[src/sv/bmp_pkg.sv]
// Shared types and constants for the block mosaic pixelator.
// No dependencies; every other file of the block except bmp_ram uses this package.
package bmp_pkg;

    localparam int COLOR_BITS   = 8;
    localparam int PIXEL_BITS   = 3 * COLOR_BITS;
    localparam int IMG_W_BITS   = 11;
    localparam int IMG_H_BITS   = 13;
    localparam int BLK_BITS     = 7;
    localparam int ROW_BITS     = 12;
    localparam int BLK_POS_BITS = 6;

    localparam int MAX_FRAME_HEIGHT = 4096;
    localparam int MAX_BLOCK        = 64;

    localparam int APB_ADDR_BITS = 4;
    localparam int APB_DATA_BITS = 32;

    localparam logic [IMG_W_BITS-1:0] RST_IMAGE_WIDTH  = 11'd700;
    localparam logic [IMG_H_BITS-1:0] RST_IMAGE_HEIGHT = 13'd700;
    localparam logic [BLK_BITS-1:0]   RST_BLOCK_SIZE   = 7'd10;

    typedef enum logic [1:0] {
        REG_IMAGE_WIDTH  = 2'd0,
        REG_IMAGE_HEIGHT = 2'd1,
        REG_BLOCK_SIZE   = 2'd2
    } reg_idx_t;

    typedef struct packed {
        logic [IMG_W_BITS-1:0] image_width;
        logic [IMG_H_BITS-1:0] image_height;
        logic [BLK_BITS-1:0]   block_size;
    } cfg_t;

    // Per-pixel position flags from the scan counters
    typedef struct packed {
        logic first_row;   // first line of a block row: color comes from the sample
        logic sample;      // top-left pixel of a block: sample and write the store
        logic frame_last;  // last column of the last line
    } scan_t;

endpackage

[src/sv/bmp_scan.sv]
// Raster scan counters: pixel, line, in-block position and block column.
// Depends on bmp_pkg; advanced once per accepted input transfer.
module bmp_scan #(
    parameter int MAX_LINE_WIDTH = 1024
) (
    input  logic                              clk,
    input  logic                              rst_n,
    input  logic                              advance,
    input  logic                              frame_start,
    input  bmp_pkg::cfg_t                     cfg,
    output logic [$clog2(MAX_LINE_WIDTH)-1:0] slot,
    output bmp_pkg::scan_t                    scan
);

    localparam int COL_W = $clog2(MAX_LINE_WIDTH);

    logic [COL_W-1:0]                 col_reg, col_next, col_cur;
    logic [COL_W-1:0]                 bcol_reg, bcol_next, bcol_cur;
    logic [bmp_pkg::ROW_BITS-1:0]     row_reg, row_next, row_cur;
    logic [bmp_pkg::BLK_POS_BITS-1:0] cib_reg, cib_next, cib_cur;
    logic [bmp_pkg::BLK_POS_BITS-1:0] rib_reg, rib_next, rib_cur;

    logic [COL_W-1:0]                 width_m1;
    logic [bmp_pkg::ROW_BITS-1:0]     height_m1;
    logic [bmp_pkg::BLK_POS_BITS-1:0] block_m1;
    logic                             last_col;
    logic                             last_row;

    // Limits minus one, with out-of-range settings clamped
    always_comb
    begin
        if (cfg.image_width == '0)
        begin
            width_m1 = '0;
        end
        else if (32'(cfg.image_width) > MAX_LINE_WIDTH)
        begin
            width_m1 = COL_W'(MAX_LINE_WIDTH - 1);
        end
        else
        begin
            width_m1 = COL_W'(cfg.image_width - 11'd1);
        end

        if (cfg.image_height == '0)
        begin
            height_m1 = '0;
        end
        else if (32'(cfg.image_height) > bmp_pkg::MAX_FRAME_HEIGHT)
        begin
            height_m1 = bmp_pkg::ROW_BITS'(bmp_pkg::MAX_FRAME_HEIGHT - 1);
        end
        else
        begin
            height_m1 = bmp_pkg::ROW_BITS'(cfg.image_height - 13'd1);
        end

        if (cfg.block_size == '0)
        begin
            block_m1 = '0;
        end
        else if (32'(cfg.block_size) > bmp_pkg::MAX_BLOCK)
        begin
            block_m1 = bmp_pkg::BLK_POS_BITS'(bmp_pkg::MAX_BLOCK - 1);
        end
        else
        begin
            block_m1 = bmp_pkg::BLK_POS_BITS'(cfg.block_size - 7'd1);
        end
    end

    // frame_start restarts the scan on this very pixel
    assign col_cur  = frame_start ? '0 : col_reg;
    assign bcol_cur = frame_start ? '0 : bcol_reg;
    assign row_cur  = frame_start ? '0 : row_reg;
    assign cib_cur  = frame_start ? '0 : cib_reg;
    assign rib_cur  = frame_start ? '0 : rib_reg;

    assign last_col = col_cur >= width_m1;
    assign last_row = row_cur >= height_m1;

    assign slot            = bcol_cur;
    assign scan.first_row  = (rib_cur == '0);
    assign scan.sample     = (rib_cur == '0) && (cib_cur == '0);
    assign scan.frame_last = last_col && last_row;

    always_comb
    begin
        col_next  = col_cur;
        bcol_next = bcol_cur;
        row_next  = row_cur;
        cib_next  = cib_cur;
        rib_next  = rib_cur;
        if (last_col)
        begin
            col_next  = '0;
            cib_next  = '0;
            bcol_next = '0;
            if (last_row)
            begin
                row_next = '0;
                rib_next = '0;
            end
            else
            begin
                row_next = row_cur + 1'b1;
                rib_next = (rib_cur >= block_m1) ? '0 : rib_cur + 1'b1;
            end
        end
        else
        begin
            col_next = col_cur + 1'b1;
            if (cib_cur >= block_m1)
            begin
                cib_next  = '0;
                bcol_next = bcol_cur + 1'b1;
            end
            else
            begin
                cib_next = cib_cur + 1'b1;
            end
        end
    end

    always_ff @(posedge clk or negedge rst_n)
    begin
        if (!rst_n)
        begin
            col_reg  <= '0;
            bcol_reg <= '0;
            row_reg  <= '0;
            cib_reg  <= '0;
            rib_reg  <= '0;
        end
        else if (advance)
        begin
            col_reg  <= col_next;
            bcol_reg <= bcol_next;
            row_reg  <= row_next;
            cib_reg  <= cib_next;
            rib_reg  <= rib_next;
        end
    end

endmodule

[config.mk]
export PLATFORM = sky130hd
export DESIGN_NAME = bmp_scan
export DESIGN_NICKNAME = d
export VERILOG_FILES = /design/src/sv/bmp_pkg.sv /design/src/sv/bmp_scan.sv
export SDC_FILE = /design/constraint.sdc
export NUM_CORES = 1
export LEC_CHECK = 0
export ABC_AREA = 1
export BUFFER_PORTS_ARGS = -buffer_cell sky130_fd_sc_hd__buf_2
export CAP_MARGIN = 40
export CORE_MARGIN = 5
export CORE_UTILIZATION = 55
export DETAILED_ROUTE_END_ITERATION = 8
export PLACE_DENSITY = 0.75
export RECOVER_POWER = 25
export SLEW_MARGIN = 20
export SYNTH_ARGS = -nofsm -noshare
export SYNTH_HDL_FRONTEND = slang
export SYNTH_SLANG_ARGS = --single-unit
[constraint.sdc]
create_clock -name clk -period 4.3 [get_ports clk]
set_input_delay 0.215 -clock clk [delete_from_list [all_inputs] [get_ports clk]]
set_output_delay 0.215 -clock clk [all_outputs]
set_load 0.02 [all_outputs]
# Yosys cells after proc, flatten, opt, wreduce, memory -nomap -nowiden
# Cells that the tools add are included.
[op_classes]
n_reduce_logical = 7
add_sub_neg = 8
magnitude_cmp = 7
n_mux = 21
[op_table]
columns = ["op", "n"]
rows = [
  ["$mux 10", 7],
  ["$mux 12", 5],
  ["$mux 6", 9],
  ["$add 10x1->10 const B", 2],
  ["$gt 13x13->1 const B", 1],
  ["$logic_not 13->1", 1],
  ["$add 12x1->12 const B", 1],
  ["$add 6x1->6 const B", 2],
  ["$ge 12x12->1", 1],
  ["$ge 6x6->1", 2],
  ["$logic_not 6->1", 2],
  ["$sub 12x1->12 const B", 1],
  ["$gt 11x11->1 const B", 1],
  ["$logic_not 11->1", 1],
  ["$ge 10x10->1", 1],
  ["$sub 10x1->10 const B", 1],
  ["$gt 7x7->1 const B", 1],
  ["$logic_not 7->1", 1],
  ["$sub 6x1->6 const B", 1],
  ["$logic_and 1x1->1", 2],
]
[totals]
output_inout_bits = 13
regBits = 44
inputBits = 35
wordCells = 48

# Depth between registers and ports, before layout
[depth]
ltp_word = 7
depth_mapped = 22

# Worst setup path before layout
# No wires, ideal clock.
[synth_path]
path_type = "input to output"
start = "input cfg[21] in the netlist's numbering"
end = "output scan[0] in the netlist's numbering"
required_ns = 4.085
cell_stages = 18
slack_ns = 1.805
arrival_time_ns = 2.280
cell_sequence = "inv_1 > ha_1 > nand2_1 > nor2_2 > nand2_1 > nor3_2 > nand2_2 > nor2_2 > inv_2 > o21ai_0 > ha_1 > nand2_1 > a21oi_1 > nor2_1 > nand3_4 > buf_4 > nand2_1 > inv_1"
[synth_lines]
columns = ["element", "line_no", "rtl"]
rows = [
  ["start: declaration", "bmp_scan.sv:10", "input bmp_pkg::cfg_t cfg,"],
  ["end: declaration", "bmp_scan.sv:12", "output bmp_pkg::scan_t scan"],
]

==> reports/qor.txt <==
input/output buffers - 47
Setup Viol. Count Final - 0
Remaining Overflow, GRT - 0
total of fill cells in the finished design - 829
CTS tree - built
synthesized instance count - 717
Primary FF master, synth - dfrtp_1
setup ws final - 1331 ps
Post-synth ARST share - 1.000
Post-Syn Area - 0.004691 mm2
Post-CTS Setup Inserts - 0
WL final - 10.15 mm
Clock Skews - 10.68 ps
die area - 0.01048 mm2
Multi-input gate area - 0.003050 mm2
Final ANT Viol Nets - 0
minimum clock period - 2969 ps
RSZ-0062 raised after global routing - false
Fmax - 0.3368 GHz
Hold Crit Class - in2reg
Max Slew Vio Count - 0
area grow syn2layout - 7.869%
WS Path Type - in2out
Pre-antenna DRT Iters - 5
MaxCap Viol Count - 0
Ys Warns - 0
CTS Sinks - 44
share of post-route cells with drive strength above 1 - 0.1395
vias in the first global route - 4354
Crit path required time - 4090 ps
Tcrit/Tclk final - 0.6904
slew margin rel. - 0.1582
Startpoint Class - primary input
CP arrival - 2750 ps
Seq/Total Area, Yosys - 0.2347
Worst Max-Slew Pin Slew - 1263 ps
worst vdd ir - 0.2000 mV
Net count, final - 839
routed len/inst - 11.73 um
total number of vias - 4470
io pins - 48
FF+latch count, synth - 44
Root Driver - clkbuf_8
RePlAce Congestion - 0.8872
DR iter-0 viols - 161
DP Wirelength - 7.928 mm
Clock H-tree levels - 2
Non-Filler Instances - 865
Overall Power - 0.9321 mW
Max clock buf depth - 2
Clock Pin Slew Worst Setup and Hold Paths - 80 ps
largest net degree at the start of global routing - 35
Power Dens Cells - 184.2 mW/mm2
Avg Cell Area, Syn - 6.542 um2
antenna fix cells - 0
setup_tns - 0 ps
Global Route Usage Sum - 0.2146
Chip Height - 102.4 um
Post-Syn Nets - 797
crit-path max FO - 16
worst-skew pair later-pin latency - 320 ps
first-pass GRT wire length - 18.60 mm
initial antenna violation count - 0
DRC - 0
core footprint - 0.008258 mm2
max reg flops - 12
chip width - 102.4 um
Post-synth EDFFs - 0
Leak - 2.788 nW
Row Count - 33
count of unique library cells instantiated by Yosys - 42
total CTS buffers - 5
final hold vios - 0
Initial Utilization - 0.5680
crit path capture type - primary output
Via density - 5.168
register area - 0.001101 mm2
dpl cells - 855
status - finished clean
pre-CTS WS - 1091 ps
[kinds of logic (layout without fill, tap and decap cells)]
group                    count (synthesis)  in the layout  share of synthesized area
AO/OA/AOI/OAI                           72             72                    0.08909
XOR/XNOR                                20             20                    0.03734
adder cells (fa/ha/maj)                 45             45                     0.1200
buffers and inverters                  127            170                     0.1150
flip-flops                              44             44                     0.2347
AND/OR/NAND/NOR                        409            409                     0.4038
[worst max-delay path, cell delays in order]
cell,delay (ps)
buf_2,120
inv_1,50
ha_1,150
nand2_1,90
nor2_2,160
nand2_1,100
nor3_2,160
nand2_2,110
nor2_2,190
inv_2,100
o21ai_0,100
ha_1,270
nand2_1,70
a21oi_1,60
nor2_1,190
nand3_4,260
nand2_1,150
inv_1,50
buf_2,150
[cell usage in the layout (no fill, tap or decap), drive strengths merged]
cell,Yosys,routed
nand2,216,216
inv,111,111
nor2,97,97
nand3,66,66
buf,13,48
ha,45,45
dfrtp,44,44
o21ai,36,36
a21oi,16,16
xor2,15,15
o22ai,10,10
nand4,9,9
nor3,9,9
or2,8,8
clkbuf,3,7
xnor2,5,5
nand3b,3,3
a21o,3,3
clkinv,0,3
a22oi,2,2
a31oi,2,2
a21boi,1,1
o21a,1,1
a211oi,1,1
nor4,1,1
dlygate4sd3,0,1
[metrics by stage]
step	util	hold WS [ps]	instance area (um2)
2_1_floorplan	-	-80.59	4691
6_report	0.6127	480.3	5060
3_3_place_gp	0.5988	446.6	4945
5_1_grt	0.6127	499.1	5060
4_1_cts	0.6139	439.9	5070
3_5_place_dp	0.6021	246.4	4972
[final cells by class]
| cell class | instances | area share |
|---|---|---|
| sequential | 44 | 0.2176 |
| multi-input combinational | 546 | 0.6029 |
| timing repair buffer | 51 | 0.05341 |
| clock buffer | 5 | 0.01360 |
| tap | 105 | 0.02596 |
| inverter | 111 | 0.08284 |
| clock inverter | 3 | 0.003709 |
[Yosys cell counts, types with 2 or more instances]
library cell / count / area share
nand2_1: 211 / 0.17
inv_1: 106 / 0.085
nor2_1: 72 / 0.058
nand3_1: 64 / 0.068
ha_1: 45 / 0.12
dfrtp_1: 44 / 0.23
o21ai_0: 22 / 0.023
a21oi_1: 16 / 0.017
xor2_1: 15 / 0.028
nor2_2: 12 / 0.016
nor2_4: 12 / 0.029
o21ai_1: 12 / 0.013
o22ai_1: 10 / 0.013
nand4_1: 9 / 0.012
buf_2: 6 / 0.0064
buf_6: 5 / 0.012
or2_2: 5 / 0.0067
xnor2_1: 5 / 0.0093
inv_2: 4 / 0.0032
nand2_2: 4 / 0.0053
nor3_1: 4 / 0.0043
nor3_2: 4 / 0.0085
a21o_1: 3 / 0.0048
clkbuf_1: 3 / 0.0024
nand3b_1: 3 / 0.0048
a22oi_1: 2 / 0.0032
a31oi_1: 2 / 0.0027
o21ai_4: 2 / 0.0069
or2_0: 2 / 0.0027
[where the power goes]
group / total, mW / internal [mW] / switching, mW
logic: 0.219 / 0.0766 / 0.142
registers: 0.439 / 0.430 / 0.00917
clock network: 0.274 / 0.114 / 0.161
total: 0.932 / 0.620 / 0.312
[timing repair]
item,4_1_cts,5_1_grt
endpoints found under the hold margin,21,0
hold buffers,1,0
gates resized for setup,0,0
[routing by layer]
metal,up-vias,part of all wire,track usage
met5,-,0,0
met4,0,0.011,0.04642
met3,13,0.033,0.03345
met2,73,0.49,0.3798
met1,2021,0.46,0.2761
li1,2363,-,-
[final timing paths]
kind / cells after the start / endpoint / slack [ps] / from
hold reg to reg: 2 / col_reg[1] / 490 / col_reg[1]
hold / removal: 2 / cib_reg[5] / 480 / advance
max in group asynchronous: 3 / bcol_reg[3] / 1890 / rst_n
setup / recovery: 19 / scan[0] / 1330 / cfg[20]
setup reg to reg: 10 / col_reg[3] / 2020 / col_reg[7]
min in group asynchronous: 2 / rib_reg[4] / 660 / rst_n
Power figures use the tool's default switching activity.
