[src/sv/bmp_pkg.sv]
// Shared types and constants for the block mosaic pixelator.
// No dependencies; every other file of the block except bmp_ram uses this package.
package bmp_pkg;

    localparam int COLOR_BITS   = 8;
    localparam int PIXEL_BITS   = 3 * COLOR_BITS;
    localparam int IMG_W_BITS   = 11;
    localparam int IMG_H_BITS   = 13;
    localparam int BLK_BITS     = 7;
    localparam int ROW_BITS     = 12;
    localparam int BLK_POS_BITS = 6;

    localparam int MAX_FRAME_HEIGHT = 4096;
    localparam int MAX_BLOCK        = 64;

    localparam int APB_ADDR_BITS = 4;
    localparam int APB_DATA_BITS = 32;

    localparam logic [IMG_W_BITS-1:0] RST_IMAGE_WIDTH  = 11'd700;
    localparam logic [IMG_H_BITS-1:0] RST_IMAGE_HEIGHT = 13'd700;
    localparam logic [BLK_BITS-1:0]   RST_BLOCK_SIZE   = 7'd10;

    typedef enum logic [1:0] {
        REG_IMAGE_WIDTH  = 2'd0,
        REG_IMAGE_HEIGHT = 2'd1,
        REG_BLOCK_SIZE   = 2'd2
    } reg_idx_t;

    typedef struct packed {
        logic [IMG_W_BITS-1:0] image_width;
        logic [IMG_H_BITS-1:0] image_height;
        logic [BLK_BITS-1:0]   block_size;
    } cfg_t;

    // Per-pixel position flags from the scan counters
    typedef struct packed {
        logic first_row;   // first line of a block row: color comes from the sample
        logic sample;      // top-left pixel of a block: sample and write the store
        logic frame_last;  // last column of the last line
    } scan_t;

endpackage

[src/sv/bmp_cfg.sv]
// APB register file: image width, image height and block size.
// Depends on bmp_pkg.
module bmp_cfg (
    input  logic                                clk,
    input  logic                                rst_n,
    input  logic                                psel,
    input  logic                                penable,
    input  logic                                pwrite,
    input  logic [bmp_pkg::APB_ADDR_BITS-1:0]   paddr,
    input  logic [bmp_pkg::APB_DATA_BITS-1:0]   pwdata,
    output logic [bmp_pkg::APB_DATA_BITS-1:0]   prdata,
    output logic                                pready,
    output bmp_pkg::cfg_t                       cfg
);

    bmp_pkg::cfg_t     cfg_reg;
    bmp_pkg::cfg_t     cfg_next;
    bmp_pkg::reg_idx_t reg_idx;
    logic              wr_xfer;

    assign pready  = 1'b1;
    assign reg_idx = bmp_pkg::reg_idx_t'(paddr[3:2]);
    assign wr_xfer = psel && penable && pwrite && pready;

    always_comb
    begin
        cfg_next = cfg_reg;
        prdata   = '0;
        unique case (reg_idx)
            bmp_pkg::REG_IMAGE_WIDTH:
            begin
                prdata = bmp_pkg::APB_DATA_BITS'(cfg_reg.image_width);
                if (wr_xfer)
                begin
                    cfg_next.image_width = pwdata[bmp_pkg::IMG_W_BITS-1:0];
                end
            end
            bmp_pkg::REG_IMAGE_HEIGHT:
            begin
                prdata = bmp_pkg::APB_DATA_BITS'(cfg_reg.image_height);
                if (wr_xfer)
                begin
                    cfg_next.image_height = pwdata[bmp_pkg::IMG_H_BITS-1:0];
                end
            end
            bmp_pkg::REG_BLOCK_SIZE:
            begin
                prdata = bmp_pkg::APB_DATA_BITS'(cfg_reg.block_size);
                if (wr_xfer)
                begin
                    cfg_next.block_size = pwdata[bmp_pkg::BLK_BITS-1:0];
                end
            end
            default:
            begin
                prdata = '0;
            end
        endcase
    end

    always_ff @(posedge clk or negedge rst_n)
    begin
        if (!rst_n)
        begin
            cfg_reg.image_width  <= bmp_pkg::RST_IMAGE_WIDTH;
            cfg_reg.image_height <= bmp_pkg::RST_IMAGE_HEIGHT;
            cfg_reg.block_size   <= bmp_pkg::RST_BLOCK_SIZE;
        end
        else
        begin
            cfg_reg <= cfg_next;
        end
    end

    assign cfg = cfg_reg;

endmodule

[config.mk]
export PLATFORM = sky130hd
export DESIGN_NAME = bmp_cfg
export DESIGN_NICKNAME = d
export VERILOG_FILES = /design/src/sv/bmp_pkg.sv /design/src/sv/bmp_cfg.sv
export SDC_FILE = /design/constraint.sdc
export NUM_CORES = 1
export LEC_CHECK = 0
export ABC_AREA = 1
export BUFFER_PORTS_ARGS = -buffer_cell sky130_fd_sc_hd__buf_2
export CAP_MARGIN = 20
export CORE_UTILIZATION = 43
export DETAILED_ROUTE_END_ITERATION = 8
export PLACE_DENSITY = 0.8
export SLEW_MARGIN = 20
export SYNTH_ARGS = -nofsm -noshare
export SYNTH_HDL_FRONTEND = slang
export SYNTH_SLANG_ARGS = --single-unit
export TNS_END_PERCENT = 100
[constraint.sdc]
create_clock -name clk -period 1.17 [get_ports clk]
set_clock_uncertainty 0.05 [all_clocks]
set_input_delay 0.234 -clock clk [delete_from_list [all_inputs] [get_ports clk]]
set_output_delay 0.234 -clock clk [all_outputs]
set_load 0.03 [all_outputs]
* Word-level counts from Yosys, hierarchy flattened *
Cells that the tools add are included.

storage, ports and cells
  flip-flop bits (word level) = 31
  input port bits = 41

cells by class
  reductions and logical operators = 6
  equality and inequality tests = 2
  muxes and demuxes = 1

operators with widths
  operator              count
  $pmux W13 S3          1
  $reduce_and A2 Y1     3
  $eq A2 B1 Y1 const B  1
  $eq A2 B2 Y1 const B  1
  $logic_and A1 B1 Y1   2
  $logic_not A2 Y1      1

* Depth between registers and ports, before layout *
Gate-level depths: netlist (run 1).

  depth after elaboration = 3
  depth in mapped cells = 7
  mapped depth without buffers = 6

* Least setup slack after synthesis (run 1) *
OpenSTA, ideal clock, no wires.

  path kind = register to output
  from = register cfg_reg, in the netlist cfg[18]
  to = output port prdata[11] in the netlist's numbering
  stages on the path, launching flop included = 3
  setup slack = -126 ps
  arrival time = 1,012 ps
  cell sequence = dfrtp_1 inv_1 nor2_1

between the ends
  word-level cells in the longest chain between the ends = 1

RTL lines
  item                      RTL line       RTL
  start: declaration        bmp_cfg.sv:16  bmp_pkg::cfg_t cfg_reg;
  start signal: assignment  bmp_cfg.sv:71  cfg_reg <= cfg_next;
  $pmux W13 S3              bmp_cfg.sv:29  unique case (reg_idx)
  end: declaration          bmp_cfg.sv:11  output logic [bmp_pkg::APB_DATA_BITS-1:0] prdata,

Every way passes these cells.

* Worst setup path in the final report (run 1) *
  from = register cfg_reg, in the netlist cfg[1]
  to = output port prdata[1] in the netlist's numbering

The elaborated chain is that of the path after synthesis.

==> flow_metrics.env, run 1 <==
export IMPL_status="complete, but fails checks"
export IMPL_failed_checks="setup timing"
export IMPL_yosys_warnings=0
export IMPL_routed_wl_mm=4.528
export IMPL_die_h_um=64.72
export IMPL_finalPower_mw=4.551
export IMPL_fmax_mhz=718.9
export IMPL_synth_seq_cells=31
export IMPL_power_share_clock=0.193
export IMPL_seq_power_share=0.345
export IMPL_first_pass_iters=4
export IMPL_mostFrequentLayoutCells="105 x nand2_1, 48 x buf_6, 28 x buf_4"
export IMPL_vias=1589
export IMPL_drive_gt1_frac=0.5321
export IMPL_place_ws_ps=-150.1
export IMPL_ctsLongestPathBuffers=2
export IMPL_min_path_cells=3
export IMPL_clock_latency_ps=290
export IMPL_avgViaCountPerCell=4.414
export IMPL_htree_levels=2
export IMPL_cp_required_ps=890
export IMPL_drtIter0Drc=59
export IMPL_final_nets=352
export IMPL_grt_overflow=0
export IMPL_synthToLayoutAreaGrowth_pct=57.40
export IMPL_seq_area_frac_synth=0.4689
export IMPL_fin_ws_ps=-221.0
export IMPL_holdWs_ps=99.47
export IMPL_path_clk_slew_ps=70
export IMPL_worst_path_max_fanout=3
export IMPL_first_global_vias=1558
export IMPL_cts_tree="built"
export IMPL_cellLeakagePower_nw=1.472
export IMPL_drc=0
export IMPL_switchingPower_mw=1.761
export IMPL_coreArea_sq_mm=0.003716
export IMPL_synth_area_sq_mm=0.001692
export IMPL_antenna_found_initial=0
export IMPL_ir_drop_uv=820.4
export IMPL_final_hold_violation_count=0
export IMPL_rsz0062_at_grt="yes"
export IMPL_final_util=0.7165
export IMPL_maxSlewViolCount=0
export IMPL_layout_commonest_cell="nand2_1"
export IMPL_syn_avg_cell_area_sq_um=7.905
export IMPL_endpoint_kind="output pin"
export IMPL_startpoint="cfg[1]"
export IMPL_cts_buffers=5
export IMPL_maxCapViolCount=0
export IMPL_r2r_cells=4
export IMPL_track_usage=0.2292
export IMPL_hp_class="input pin to flop"
export IMPL_die_area_sq_mm=0.004189
export IMPL_cts_sinks=31
export IMPL_grt_max_degree=21
export IMPL_regToRegStartpoint="cfg[12]"
export IMPL_fin_crit_sh=1.189
export IMPL_final_setup_viol_count=31
export IMPL_initial_core_util=0.4552
export IMPL_worstSetupPathType="flop to output pin"
export IMPL_intPower_mw=2.789
export IMPL_cts_root_buf="clkbuf_8"
export IMPL_post_dp_hpwl_mm=2.903
export IMPL_cp_arrival_ps=1110
export IMPL_gp_congestion=0.7247
export IMPL_p_sw_frac=0.3871
export IMPL_routedWlPerCell_um=12.58
export IMPL_port_buffers=63
export IMPL_ant_nets=0
export IMPL_hp_start="pwdata[12]"
export IMPL_power_density_mw_per_mm2=1709
export IMPL_syn_inst=214
export IMPL_largest_register_ffs=31
export IMPL_combPwrFrac=0.462
export IMPL_period_needed_ps=1391
export IMPL_rows=22
export IMPL_pin_count=105
export IMPL_crit_path_start_kind="flop"
export IMPL_grt_pass1_wl_mm=6.996
export IMPL_synth_cell_type_count=17
export IMPL_die_w_um=64.72
export IMPL_num_antenna_cells=0
==> area by class of cell <==
type / instances / area, sq um
Clock inverter: 1 / 5.005
Fill cell: 272 / 1054
Clock buffer: 7 / 86.33
Sequential cell: 31 / 793.3
Multi-Input combinational cell: 168 / 803.3
Timing Repair Buffer: 98 / 880.8
Tap cell: 48 / 60.06
Inverter: 7 / 33.78
==> through the flow <==
step | TNS (ps) | instances | area [sq um]
global placement | -1722 | 326 | 2046
floorplan | -18.83 | 232 | 1809
global route | -5172 | 360 | 2663
CTS | -3724 | 351 | 2480
finish | -3931 | 360 | 2663
detailed placement | -1920 | 326 | 2046
==> critical path, stage by stage (launching register included) <==
cell and delay (ps):
dfstp_2 560, nand2_2 60, nand3_2 70, buf_6 130
==> power groups by stage <==
| stage | registers, mW | clock network (mW) | logic, mW |
|---|---|---|---|
| final | 1.57 | 0.878 | 2.10 |
| after global routing | 1.60 | 0.959 | 2.23 |
| after CTS | 1.55 | 0.892 | 1.86 |
| after detailed placement | 1.56 | 0 | 1.42 |
| after global placement | 1.55 | 0 | 1.39 |
| after floorplan | 2.00 | 0 | 0.590 |
==> cell usage after synthesis (all sizes together) <==
library cell    n  share of area
buf            26           0.13
conb            2         0.0044
dfrtp          17           0.25
dfstp          14           0.22
inv             7          0.017
nand2         133           0.33
nand3           8          0.027
nor2            7          0.027
==> metal layers <==
metal / global-route usage / part of all wire
met1: 0.2452 / 0.40
met2: 0.4115 / 0.54
met3: 0.06690 / 0.055
met4: 0.1028 / 0.0088
met5: 0 / 0
==> path summary, 6_finish.rpt <==
kind                            slack (ps)         to
worst max-delay path                  -220  prdata[1]
worst min-delay path                   100    cfg[19]
worst max register to register         230    cfg[12]
worst min register to register         430    cfg[22]
max in group asynchronous              270    cfg[27]
min in group asynchronous              310    cfg[18]
==> what timing repair did <==
action,4_1_cts,5_1_grt
gates resized for setup,71,46
endpoints found under the hold margin,8,0
pin swaps,9,14
hold buffers,1,0
buffers inserted,16,9
setup endpoints to repair,31,44
==> kinds of logic (layout without fill, tap and decap cells) <==
family | count (synthesis) | count (layout) | share of synthesized area
AND/OR/NAND/NOR | 148 | 148 | 0.3802
buffers and inverters | 33 | 113 | 0.1465
other | 2 | 20 | 0.004440
flip-flops | 31 | 31 | 0.4689
Power figures use the tool's default switching activity.
==> run 2, diff against run 1 <==
--- a/config.mk
+++ b/config.mk
@@ -8,9 +8,9 @@
 export ABC_AREA = 1
 export BUFFER_PORTS_ARGS = -buffer_cell sky130_fd_sc_hd__buf_2
 export CAP_MARGIN = 20
-export CORE_UTILIZATION = 43
+export CORE_UTILIZATION = 46
 export DETAILED_ROUTE_END_ITERATION = 8
-export PLACE_DENSITY = 0.8
+export PLACE_DENSITY = 0.85
 export SLEW_MARGIN = 20
 export SYNTH_ARGS = -nofsm -noshare
 export SYNTH_HDL_FRONTEND = slang
==> constraint.sdc (replaced) <==
create_clock -name clk -period 1.6 [get_ports clk]
set_clock_uncertainty 0.05 [all_clocks]
set_input_delay 0.32 -clock clk [delete_from_list [all_inputs] [get_ports clk]]
set_output_delay 0.32 -clock clk [all_outputs]
set_load 0.03 [all_outputs]
==> flow_metrics.env, run 2 (synthesis gave the netlist of run 1 again) <==
export IMPL_crit_path_start_kind="flop"
export IMPL_fin_ws_ps=81.38
export IMPL_grt_max_degree=32
export IMPL_final_nets=319
export IMPL_die_area_sq_mm=0.003924
export IMPL_regToRegStartpoint="cfg[22]"
export IMPL_antenna_found_initial=0
export IMPL_hold_buffers=0
export IMPL_path_clk_slew_ps=60
export IMPL_gp_congestion=0.7812
export IMPL_maxSlewViolCount=0
export IMPL_post_dp_hpwl_mm=2.585
export IMPL_drive_gt1_frac=0.3907
export IMPL_period_needed_ps=1519
export IMPL_cts_setup_buffers=0
export IMPL_htree_levels=2
export IMPL_drc=0
export IMPL_fin_crit_sh=0.9491
export IMPL_cts_buffers=5
export IMPL_tightest_slew_ps=658.5
export IMPL_relSlewSlack=0.5610
export IMPL_port_buffers=63
export IMPL_n_fill_cell=349
export IMPL_coreArea_sq_mm=0.003442
export IMPL_routedWlPerCell_um=11.39
export IMPL_rows=21
export IMPL_grt_overflow=0
export IMPL_worst_path_max_fanout=3
export IMPL_final_setup_viol_count=0
export IMPL_cts_root_buf="clkbuf_8"
export IMPL_num_antenna_cells=0
export IMPL_vias=1431
export IMPL_layout_commonest_cell="nand2_1"
export IMPL_slowest_stage="dfstp_2"
export IMPL_endpoint_kind="output pin"
export IMPL_mostFrequentLayoutCells="116 x nand2_1, 62 x buf_2, 20 x conb_1"
export IMPL_maxCapViolCount=0
export IMPL_grt_pass1_wl_mm=6.306
export IMPL_cellLeakagePower_nw=1.185
export IMPL_initial_core_util=0.4915
export IMPL_cp_arrival_ps=1150
export IMPL_rsz0062_at_grt="no"
export IMPL_ir_drop_uv=587.8
export IMPL_rr_endpoint="cfg[22]"
export IMPL_routed_wl_mm=3.703
export IMPL_track_usage=0.2130
export IMPL_crit_chain="nand2_1 > nand3_1 > buf_2"
export IMPL_avgViaCountPerCell=4.403
export IMPL_fmax_mhz=658.5
export IMPL_synthToLayoutAreaGrowth_pct=18.86
export IMPL_cts_sinks=31
export IMPL_place_ws_ps=103.7
export IMPL_worstSetupPathType="flop to output pin"
export IMPL_die_w_um=62.64
export IMPL_cp_required_ps=1230
export IMPL_hp_class="input pin to asynchronous set/reset pin"
export IMPL_first_pass_iters=4
export IMPL_tns_ps=0
export IMPL_power_density_mw_per_mm2=1328
export IMPL_ctsLongestPathBuffers=2
export IMPL_status="completed"
export IMPL_largest_register_ffs=31
export IMPL_die_h_um=62.64
export IMPL_pin_count=105
export IMPL_cp_slowest_stage_delay_ps=550
export IMPL_final_hold_violation_count=0
export IMPL_cts_tree="built"
export IMPL_reg2reg_setup_slack_ps=830
export IMPL_first_global_vias=1310
export IMPL_clock_latency_ps=270
export IMPL_r2r_cells=2
export IMPL_ant_nets=0
export IMPL_drtIter0Drc=60
## run 2: power by group
part	switching (mW)	internal [mW]	total [mW]
combinational	0.723	0.261	0.984
sequential	0.127	1.00	1.13
clock	0.252	0.308	0.560
## run 2: worst max path at each step
stage	startpoint	to	slack (ps)
global route	cfg[11]	prdata[4]	4
CTS	cfg[10]	prdata[3]	60
global placement	paddr[3]	prdata[6]	110
floorplan	cfg[18]	prdata[11]	220
detailed placement	paddr[3]	prdata[6]	100
finish	cfg[10]	prdata[3]	80
## run 2: worst max-delay path, delay by kind of cell (launching register included)
family                 cells  cell delay, ps
buffers and inverters      1             190
and+or+nand+nor            2             140
DFF                        1             550
## run 2: metal layers
| metal | vias to the layer above | routed length (um) | track usage |
|---|---|---|---|
| met5 | - | 0 | 0 |
| met4 | 0 | 38 | 0.07849 |
| met3 | 5 | 180 | 0.04380 |
| met2 | 53 | 1825 | 0.3573 |
| met1 | 642 | 1658 | 0.2697 |
| li1 | 731 | - | - |
## run 2: area by class of cell
class                      count  area (sq um)  area share
clock buffer                   8         80.08     0.03983
inverter                       7         28.78     0.01431
multi-input combinational    168         718.2      0.3572
sequential                    31         793.3      0.3945
tap                           46         57.56     0.02862
timing repair buffer          65         332.8      0.1655
## run 2: stage by stage
step	utilization	cells	hold slack [ps]	instance area [sq um]	total power, mW
after floorplan	-	232	-25.59	1759	1.874
after global placement	0.5602	317	342.0	1928	2.108
after detailed placement	0.5602	317	345.0	1928	2.129
after CTS	0.5834	325	48.59	2008	2.701
after global routing	0.5842	325	66.56	2011	2.841
final	0.5842	325	22.91	2011	2.670
## run 2: timing repair
item / 4_1_cts / 5_1_grt
hold endpoints to repair: 0 / 0
setup endpoints to repair: 0 / 1
resized for setup: 0 / 1
==> run 3, diff against run 2 <==
--- a/config.mk
+++ b/config.mk
@@ -8,9 +8,9 @@
 export ABC_AREA = 1
 export BUFFER_PORTS_ARGS = -buffer_cell sky130_fd_sc_hd__buf_2
 export CAP_MARGIN = 20
-export CORE_UTILIZATION = 46
+export CORE_UTILIZATION = 43
 export DETAILED_ROUTE_END_ITERATION = 8
-export PLACE_DENSITY = 0.85
+export PLACE_DENSITY = 0.8
 export SLEW_MARGIN = 20
 export SYNTH_ARGS = -nofsm -noshare
 export SYNTH_HDL_FRONTEND = slang
==> constraint.sdc (replaced) <==
create_clock -name clk -period 1.7 [get_ports clk]
set_clock_uncertainty 0.05 [all_clocks]
set_input_delay 0.34 -clock clk [delete_from_list [all_inputs] [get_ports clk]]
set_output_delay 0.34 -clock clk [all_outputs]
set_load 0.03 [all_outputs]
==> flow_metrics.env, run 3 (synthesis gave the netlist of run 1 again) <==
export IMPL_die_h_um=64.72
export IMPL_track_usage=0.2039
export IMPL_cp_slowest_stage_delay_ps=550
export IMPL_power_share_clock=0.214
export IMPL_drc=0
export IMPL_antenna_found_initial=0
export IMPL_fmax_mhz=647.9
export IMPL_cp_arrival_ps=1150
export IMPL_clock_latency_ps=280
export IMPL_synthToLayoutAreaGrowth_pct=18.93
export IMPL_drtIter0Drc=50
export IMPL_mostFrequentLayoutCells="116 x nand2_1, 63 x buf_2, 20 x conb_1"
export IMPL_endpoint_kind="output pin"
export IMPL_fin_ws_ps=156.6
export IMPL_vias=1417
export IMPL_grt_pass1_wl_mm=6.210
export IMPL_period_needed_ps=1543
export IMPL_postLayoutCellArea_sq_mm=0.002012
export IMPL_initial_core_util=0.4552
export IMPL_combPwrFrac=0.366
export IMPL_fin_crit_sh=0.9079
export IMPL_slowest_stage="dfstp_2"
export IMPL_final_setup_viol_count=0
export IMPL_crit_buf_inv=1
export IMPL_maxCapViolCount=0
export IMPL_avgViaCountPerCell=4.333
export IMPL_cts_root_buf="clkbuf_8"
export IMPL_final_hold_violation_count=0
export IMPL_critPathTopFamily="flip-flops"
export IMPL_htree_levels=2
export IMPL_relSlewSlack=0.5501
export IMPL_path_clk_slew_ps=60
export IMPL_routed_wl_mm=3.712
export IMPL_instances_no_fill=327
export IMPL_post_dp_hpwl_mm=2.675
export IMPL_crit_path_start_kind="flop"
export IMPL_worstSetupPathType="flop to output pin"
export IMPL_ant_nets=0
export IMPL_ir_drop_uv=576.0
export IMPL_worst_path_max_fanout=3
export IMPL_largest_register_ffs=31
export IMPL_maxSlewViolCount=0
export IMPL_ctsResizeCount=0
export IMPL_first_pass_iters=4
export IMPL_tns_ps=0
export IMPL_gp_congestion=0.7675
export IMPL_p_sw_frac=0.4181
export IMPL_pin_count=105
export IMPL_tightest_slew_ps=674.8
export IMPL_place_ws_ps=192.6
export IMPL_seq_power_share=0.420
export IMPL_postPlaceCellArea_sq_mm=0.001931
export IMPL_cellLeakagePower_nw=1.188
export IMPL_rsz0062_at_grt="no"
export IMPL_coreArea_sq_mm=0.003716
export IMPL_cp_required_ps=1310
export IMPL_cts_sinks=31
export IMPL_die_area_sq_mm=0.004189
export IMPL_hold_buffers=0
export IMPL_hp_class="input pin to asynchronous set/reset pin"
export IMPL_crit_chain="nand2_1 > nand3_1 > buf_2"
export IMPL_layout_commonest_cell="nand2_1"
export IMPL_switchingPower_mw=1.058
export IMPL_cts_setup_buffers=0
export IMPL_rows=22
export IMPL_status="completed"
export IMPL_drive_gt1_frac=0.3943
export IMPL_final_nets=319
export IMPL_routedWlPerCell_um=11.35
export IMPL_ctsLongestPathBuffers=2
export IMPL_first_global_vias=1293
export IMPL_intPower_mw=1.472
export IMPL_die_w_um=64.72
export IMPL_num_antenna_cells=0
export IMPL_dp_cells=319
export IMPL_grt_overflow=0
export IMPL_power_density_mw_per_mm2=1258
export IMPL_cts_buffers=5
export IMPL_port_buffers=63
export IMPL_cts_tree="built"
export IMPL_grt_max_degree=32
==> run 3: worst register-to-register path, delay by kind of cell, from the launching register on <==
kind             cells  cell delay (ps)
flip-flops           1              550
AND/OR/NAND/NOR      2              120
==> run 3: cell type report <==
type	instances	area, sq um
Clock buffer	7	76.32
Clock inverter	1	5.005
Fill cell	375	1704
Inverter	7	28.78
Multi-Input combinational cell	168	718.2
Sequential cell	31	793.3
Tap cell	48	60.06
Timing Repair Buffer	65	330.3
==> run 3: final timing paths <==
path | from | endpoint | slack [ps] | depth (start not counted)
hold reg to reg | cfg[10] | cfg[10] | 420 | 2
hold / removal | rst_n | cfg[6] | 50 | 1
max in group asynchronous | rst_n | cfg[21] | 1120 | 1
min in group clk | pwdata[12] | cfg[19] | 210 | 3
setup reg to reg | cfg[24] | cfg[24] | 920 | 2
setup / recovery | cfg[11] | prdata[4] | 160 | 3
==> run 3: layer usage <==
layer / GRT usage / share of wire / vias up
li1: - / - / 728
met1: 0.2416 / 0.43 / 633
met2: 0.3398 / 0.49 / 50
met3: 0.06338 / 0.065 / 6
met4: 0.08333 / 0.016 / 0
met5: 0 / 0 / -
==> run 3: power by group through the flow <==
stage / Clock [mW] / Combinational (mW) / Sequential, mW
detailed placement: 0 / 0.935 / 1.07
floorplan: 0 / 0.386 / 1.38
finish: 0.542 / 0.925 / 1.06
global route: 0.600 / 1.00 / 1.09
CTS: 0.554 / 0.936 / 1.06
global placement: 0 / 0.919 / 1.07
==> run 3: metrics by stage <==
| step | hold WS [ps] | power [mW] | utilization |
|---|---|---|---|
| detailed placement | 365.2 | 2.008 | 0.5195 |
| global route | 93.86 | 2.691 | 0.5414 |
| finish | 45.67 | 2.530 | 0.5414 |
| CTS | 63.65 | 2.554 | 0.5414 |
| floorplan | -5.591 | 1.764 | - |
| global placement | 360.4 | 1.988 | 0.5195 |
